[src/hdl/sorted_table_with_cross_read_assert.svh]
// ----------------------------------------------------------------------------
// Sorted table assertion macros
// Concurrent assertion shorthands used by the sorted table top level. They
// sample on clk_i and are disabled while rst_ni is low.
// ----------------------------------------------------------------------------
`ifndef SORTED_TABLE_WITH_CROSS_READ_ASSERT_SVH
`define SORTED_TABLE_WITH_CROSS_READ_ASSERT_SVH

// The condition holds at every clock edge out of reset.
`define STC_ASSERT_ALWAYS(lbl, cond) \
  lbl: assert property (@(posedge clk_i) disable iff (!rst_ni) (cond)) \
    else $error("sorted table: invariant violated");

// The consequent holds at the same edge as the antecedent.
`define STC_ASSERT_IMPLIES(lbl, ante, cons) \
  lbl: assert property (@(posedge clk_i) disable iff (!rst_ni) (ante) |-> (cons)) \
    else $error("sorted table: implication violated");

// The consequent holds at the next edge after the antecedent.
`define STC_ASSERT_NEXT(lbl, ante, cons) \
  lbl: assert property (@(posedge clk_i) disable iff (!rst_ni) (ante) |=> (cons)) \
    else $error("sorted table: next-cycle implication violated");

`endif

[src/hdl/stc_pkg.sv]
// ----------------------------------------------------------------------------
// Sorted table package
// Operation and status codes, the fixed position width and the control
// struct broadcast from the sequencer to the row of cells.
// ----------------------------------------------------------------------------
package stc_pkg;

  // Width of the read position field.
  localparam int POS_W = 6;

  // Operation codes.
  typedef enum logic [1:0] {
    FUNC_INSERT     = 2'd0,
    FUNC_REMOVE     = 2'd1,
    FUNC_READ_ASC   = 2'd2,
    FUNC_READ_CROSS = 2'd3
  } stc_func_e;

  // Result status codes.
  typedef enum logic [1:0] {
    STATUS_OK        = 2'd0,
    STATUS_NOT_FOUND = 2'd1,
    STATUS_FULL      = 2'd2,
    STATUS_BAD_INDEX = 2'd3
  } stc_status_e;

  // Broadcast control for the cells.
  typedef struct packed {
    logic load;  // capture compare flags against the incoming beat
    logic ins;   // apply an insert shift
    logic rem;   // apply a remove shift
  } stc_ctrl_t;

endpackage

[src/hdl/stc_cell.sv]
// ----------------------------------------------------------------------------
// Sorted table cell
// Holds one table entry. On a request beat it compares its entry with the
// broadcast value and position; on the apply cycle it shifts in from the
// left neighbor (insert) or the right neighbor (remove).
// ----------------------------------------------------------------------------
module stc_cell #(
  parameter int VALUE_WIDTH = 32,
  parameter int CNT_W       = 7,
  parameter int CMP_W       = 7,
  parameter int INDEX       = 0
) (
  input  logic                   clk_i,
  input  stc_pkg::stc_ctrl_t     ctrl_i,
  input  logic [VALUE_WIDTH-1:0] value_i,
  input  logic [CNT_W-1:0]       count_i,
  input  logic [CMP_W-1:0]       rank_i,
  input  logic [VALUE_WIDTH-1:0] left_entry_i,
  input  logic                   left_gt_i,
  input  logic [VALUE_WIDTH-1:0] right_entry_i,
  output logic [VALUE_WIDTH-1:0] entry_o,
  output logic                   gt_o,
  output logic                   eq_o,
  output logic [VALUE_WIDTH-1:0] rd_o
);
  import stc_pkg::*;

  logic [VALUE_WIDTH-1:0] entry_q, entry_d;
  logic                   gt_q, ge_q, eq_q, sel_q;
  logic                   occupied;

  // An entry at or beyond the fill count acts as plus infinity for insert.
  assign occupied = (CNT_W'(INDEX) < count_i);

  // Compare flags are captured with the request beat.
  always_ff @(posedge clk_i) begin
    if (ctrl_i.load) begin
      gt_q  <= !occupied || ($signed(entry_q) > $signed(value_i));
      ge_q  <= occupied && ($signed(entry_q) >= $signed(value_i));
      eq_q  <= occupied && (entry_q == value_i);
      sel_q <= (CMP_W'(INDEX) == rank_i);
    end
  end

  // Shift selection: insert opens a gap at the first greater entry,
  // remove closes the gap at the first matching entry.
  always_comb begin
    entry_d = entry_q;
    if (ctrl_i.ins && gt_q) begin
      entry_d = left_gt_i ? left_entry_i : value_i;
    end else if (ctrl_i.rem && ge_q) begin
      entry_d = right_entry_i;
    end
  end

  always_ff @(posedge clk_i) begin
    entry_q <= entry_d;
  end

  assign entry_o = entry_q;
  assign gt_o    = gt_q;
  assign eq_o    = eq_q;
  assign rd_o    = sel_q ? entry_q : '0;

endmodule

[config.mk]
export PLATFORM = sky130hd
export DESIGN_NAME = stc_cell
export DESIGN_NICKNAME = d
export VERILOG_FILES = /design/src/hdl/sorted_table_with_cross_read_assert.svh /design/src/hdl/stc_pkg.sv /design/src/hdl/stc_cell.sv
export SDC_FILE = /design/constraint.sdc
export NUM_CORES = 1
export LEC_CHECK = 0
export BUFFER_PORTS_ARGS = -buffer_cell sky130_fd_sc_hd__buf_2
export CAP_MARGIN = 20
export CORE_ASPECT_RATIO = 1.5
export CORE_MARGIN = 3
export CORE_UTILIZATION = 44
export CTS_CLUSTER_SIZE = 16
export DETAILED_ROUTE_END_ITERATION = 8
export GPL_ROUTABILITY_DRIVEN = 0
export PLACE_DENSITY = 0.82
export RECOVER_POWER = 25
export SYNTH_ARGS = -nofsm -noshare
export SYNTH_HDL_FRONTEND = slang
export SYNTH_SLANG_ARGS = --single-unit
[constraint.sdc]
create_clock -name clk_i -period 2.2 [get_ports clk_i]
set_input_delay 0.22 -clock clk_i [delete_from_list [all_inputs] [get_ports clk_i]]
set_output_delay 0.22 -clock clk_i [all_outputs]
set_load 0.01 [all_outputs]
== Word-level counts from Yosys, hierarchy flattened ==
Cells that the tools add are included.
Widths: inputs -> output; s select.

* $lt $le $gt $ge: 3
* Equality and inequality tests: 1
* Multiplexer cells: 4
* Reduce and logical (&&, ||, !) cells: 8

{| class="wikitable"
|+ Operator list
! kind !! number
|-
| $mux 32 || 4
|-
| $eq 32x32->1 || 1
|-
| $ge 32x32->1 || 1
|-
| $gt 32x32->1 || 1
|-
| $logic_not 7->1 || 1
|-
| $lt 1x7->1 const A || 1
|-
| $logic_and 1x1->1 || 4
|-
| $reduce_bool 2->1 || 1
|-
| $logic_not 1->1 || 1
|-
| $logic_or 1x1->1 || 1
|}

* Register bits: 36
* Input bits: 115
* Output and inout port bits: 66
* Logic and storage cells: 21

== Longest topological paths before layout ==
* Depth after elaboration: 3
* Mapped depth: 8
* Gate-level depth less buffers: 8

== Least setup slack after synthesis ==
No wires, ideal clock.

* Path type: register to register
* Start point: register entry_q[17] (netlist: entry_o[17])
* End point: register ge_q (data pin)
* Setup time: 0.276 ns
* Arrival time: 1.772 ns
* Data required time: 1.924 ns
* Slack: 0.152 ns
* Cell stages (with the launch flop): 7
* Buffers on the path: 0
* Clock period less this slack: 2.048 ns
* Cells stage by stage: edfxtp_1 ha_1 a21o_1 a221o_1 a221oi_2 and2_1 o2111ai_1

* Word-level cells in the longest chain between the ends: 2

{| class="wikitable"
|+ Ends and longest elaborated chain
! item !! RTL line !! text
|-
| start: declaration || stc_cell.sv:28 || <nowiki>logic [VALUE_WIDTH-1:0] entry_q, entry_d;</nowiki>
|-
| start signal: assignment || stc_cell.sv:57 || <nowiki>entry_q <= entry_d;</nowiki>
|-
| $ge 32x32->1 || stc_cell.sv:39 || <nowiki>ge_q <= occupied && ($signed(entry_q) >= $signed(value_i));</nowiki>
|-
| $logic_and 1x1->1 || stc_cell.sv:39 ||
|-
| end signal: assignment || stc_cell.sv:39 ||
|-
| end: declaration || stc_cell.sv:29 || <nowiki>logic gt_q, ge_q, eq_q, sel_q;</nowiki>
|}

Every way passes these cells.
A chain may end at the register's enable or synchronous reset.

== Worst setup path in the final report ==
* Start point: register entry_q[19] (netlist: entry_o[19])
* End point: register ge_q (data pin)

The elaborated chain is that of the path after synthesis.

==> summary.txt <==
Initial Util: 0.461
Count of different cell masters after synthesis: 35
Hold Crit Class: in -> reg
Crit-path cells: ha_1, and2_0, a221o_1, a221oi_2, and2_1, o2111ai_1
Share of the synthesized area in the top cell type: 0.374
Antenna diode count: 0
Routed via count: 2874
Mapped Nets: 453
Setup Crit Path Kind: reg -> reg
Area leader, netlist: edfxtp_1
Netlist Area Pre-Place: 0.00289 mm2
Fillers: 559
CP top delay family: compound AO/OA/AOI/OAI gates
Global-route wire length before repair: 12.6 mm
HP Start: rank_i[3]
CP arrival: 2.13 ns
Fmax: 0.474 GHz
Port buffer count: 180
Clock Sinks: 36
Warnings from Yosys: 0
Overall die height: 105 um
Crit Path Max Fanout: 3
Max_slew headroom: 0.596
VDD IR-drop max: 0.380 mV
Final hold violation count: 0
Vias in the first global route: 2835
Pwr Density: 589 mW/mm2
Post-synth EDFFs: 36
R2R Path End: ge_q
R2r startpoint: entry_o[19]
Hold Path End: sel_q
CTS Buffer Depth: 2
Max cap viols: 0
Worst-Margin Slew: 0.606 ns
Die Span X: 72.1 um
Core Region: 0.00626 mm2
R2R depth: 6
Share of layout cells above drive strength 1: 0.363
Final setup viols: 0
WL met2: 4.59 mm
Post-synthesis compound-gate area fraction: 0.125
Placed cell areas: 0.00389 mm2
Post-route cell area: 0.00399 mm2
Outcome: finished clean
# IOs: 181
Top cells by area, synth: edfxtp_1, ha_1, mux2i_1, a21oi_1, and2_1
Crit. path cell count: 6
CTS tree: done
Area of the multi-input gates: 0.00166 mm2
# hold bufs at CTS: 0
Die area: 0.00759 mm2
CP max stage delay: 0.40 ns
Post-route setup TNS: 0 ns
Met3 WL: 610 um
Iter 0 DRT Violations: 119
CTS buffer count: 5
Post-route antenna net violation count: 0
Register area: 0.00108 mm2
Final min period: 2.11 ns
Antenna violations before repair: 0
Top cells by instance count after synthesis: a21oi_1, edfxtp_1, and2_1, inv_1, nor2_1
CP endpoint kind: register
Post-synthesis mux area share: 0.111
Final Net Count: 635
Register bit count reported by yosys: 36
Hold slack: 0.205 ns
Hold Path Cell Cnt: 2
WP data required: 2.22 ns
Top FF cell, synth: edfxtp_1
Max-slew violation count: 0
Slowest stage cell on the critical path: edfxtp_1
WL met1: 3.00 mm
Largest family of logic cells by synthesized area: simple AND/OR/NAND/NOR gates
Clk root buf: clkbuf_8
# rows: 35
Post-synthesis cell count: 306
Static leakage: 2.05 nW
Gr ovfl total: 0
DRC viols: 0
Crit path launch type: register
Largest net degree at the start of global routing: 37
Max layer used: met4
DR pass1 iterations: 4
GRT Resource Usage Total: 0.211
HPWL Detailed: 6.89 mm
H-tree depth: 2
Clk_skew: 0.00653 ns
Register area share after synthesis: 0.374
R2r setup slk: 0.09 ns
Simple-gate share of the synthesized area: 0.188
Tcrit/Tclk final: 0.959
Async S/R FF share, synth: 0
Final WL: 8.34 mm
Area grow syn2layout: 38.0%
Post-synthesis adder-cell area fraction: 0.139
Worst Path Buf+Inv: 0
Leading cell type by number of instances after synthesis: a21oi_1
Skew-Pair Late Insertion Delay: 0.28 ns
Mean area per synthesized cell: 9.44 um2
Xor/xnor share of the synthesized area: 0
Worst-path clk slew: 0.07 ns
RSZ-0062 raised after global routing: no
Post-DR vias/cell: 5.11
DR WL/cell: 14.8 um
## sequential cells by signal, summed over array words and instances, names as in the netlist
register and cells:
ge_q 1, gt_o 1, entry_o 32, sel_q 1
eq_o 1
## layout by cell type, fill, tap and decap left out, types with 2 or more instances in the layout
cell      count
a21o_1        3
a21oi_1      44
a221o_1       2
and2_1       34
buf_2       152
buf_4         8
clkbuf_1     28
clkbuf_8      5
clkinv_1      2
edfxtp_1     36
ha_1         31
inv_1        34
mux2i_1      32
nand2_1       9
nand3_1       3
nand4_1       4
nor2_1       34
nor4_1        2
nor4_4        2
o21ai_0       3
## cell type report
cell class                 instances  share of cell area
tap                               74              0.0232
clock buffer                       5              0.0173
inverter                          34              0.0320
multi-input combinational        222               0.417
sequential                        36               0.271
clock inverter                     2             0.00188
timing repair buffer             189               0.237
## repair_timing
action | CTS | global route
setup buffers | 0 | 2
hold endpoints to repair | 0 | 0
gates resized for setup | 0 | 5
endpoints found under the setup margin | 0 | 2
## how the worst max path moves through the flow
| stage | start | end | slack [ns] |
|---|---|---|---|
| after floorplan | entry_o[17] | ge_q | 0.15 |
| after global placement | entry_o[14] | gt_o | 0.05 |
| after detailed placement | entry_o[14] | gt_o | 0.05 |
| after CTS | entry_o[27] | gt_o | 0.003 |
| after global routing | entry_o[14] | ge_q | 0.0003 |
| final | entry_o[19] | ge_q | 0.09 |
## per-stage QoR
| step | worst slack, ns | power [mW] | utilization | cells |
|---|---|---|---|---|
| 2_1_floorplan | 0.152 | 1.51 | - | 306 |
| 3_3_place_gp | 0.0484 | 1.89 | 0.621 | 553 |
| 3_5_place_dp | 0.0460 | 1.93 | 0.621 | 553 |
| 4_1_cts | 0.00319 | 2.37 | 0.634 | 560 |
| 5_1_grt | 0.000288 | 2.50 | 0.637 | 562 |
| 6_report | 0.0907 | 2.35 | 0.637 | 562 |
## report_power, final
group / leakage [nW] / switching (mW) / total, mW / internal [mW]
combinational: 1.66 / 0.513 / 0.922 / 0.409
clock: 0.0391 / 0.237 / 0.446 / 0.209
sequential: 0.346 / 0.0779 / 0.982 / 0.904
total: 2.05 / 0.828 / 2.35 / 1.52
## cells by family after synthesis
logic type	after synthesis
flip-flops	36
multiplexers	32
AO/OA/AOI/OAI	60
buffers and inverters	48
adder cells (fa/ha/maj)	32
AND/OR/NAND/NOR	98
## metal layers
metal  vias up  GRT usage
met4         0     0.0766
li1       1442          -
met3        12     0.0353
met2       117      0.416
met1      1303      0.209
met5         -          0
(Power assumes the default switching activity.)
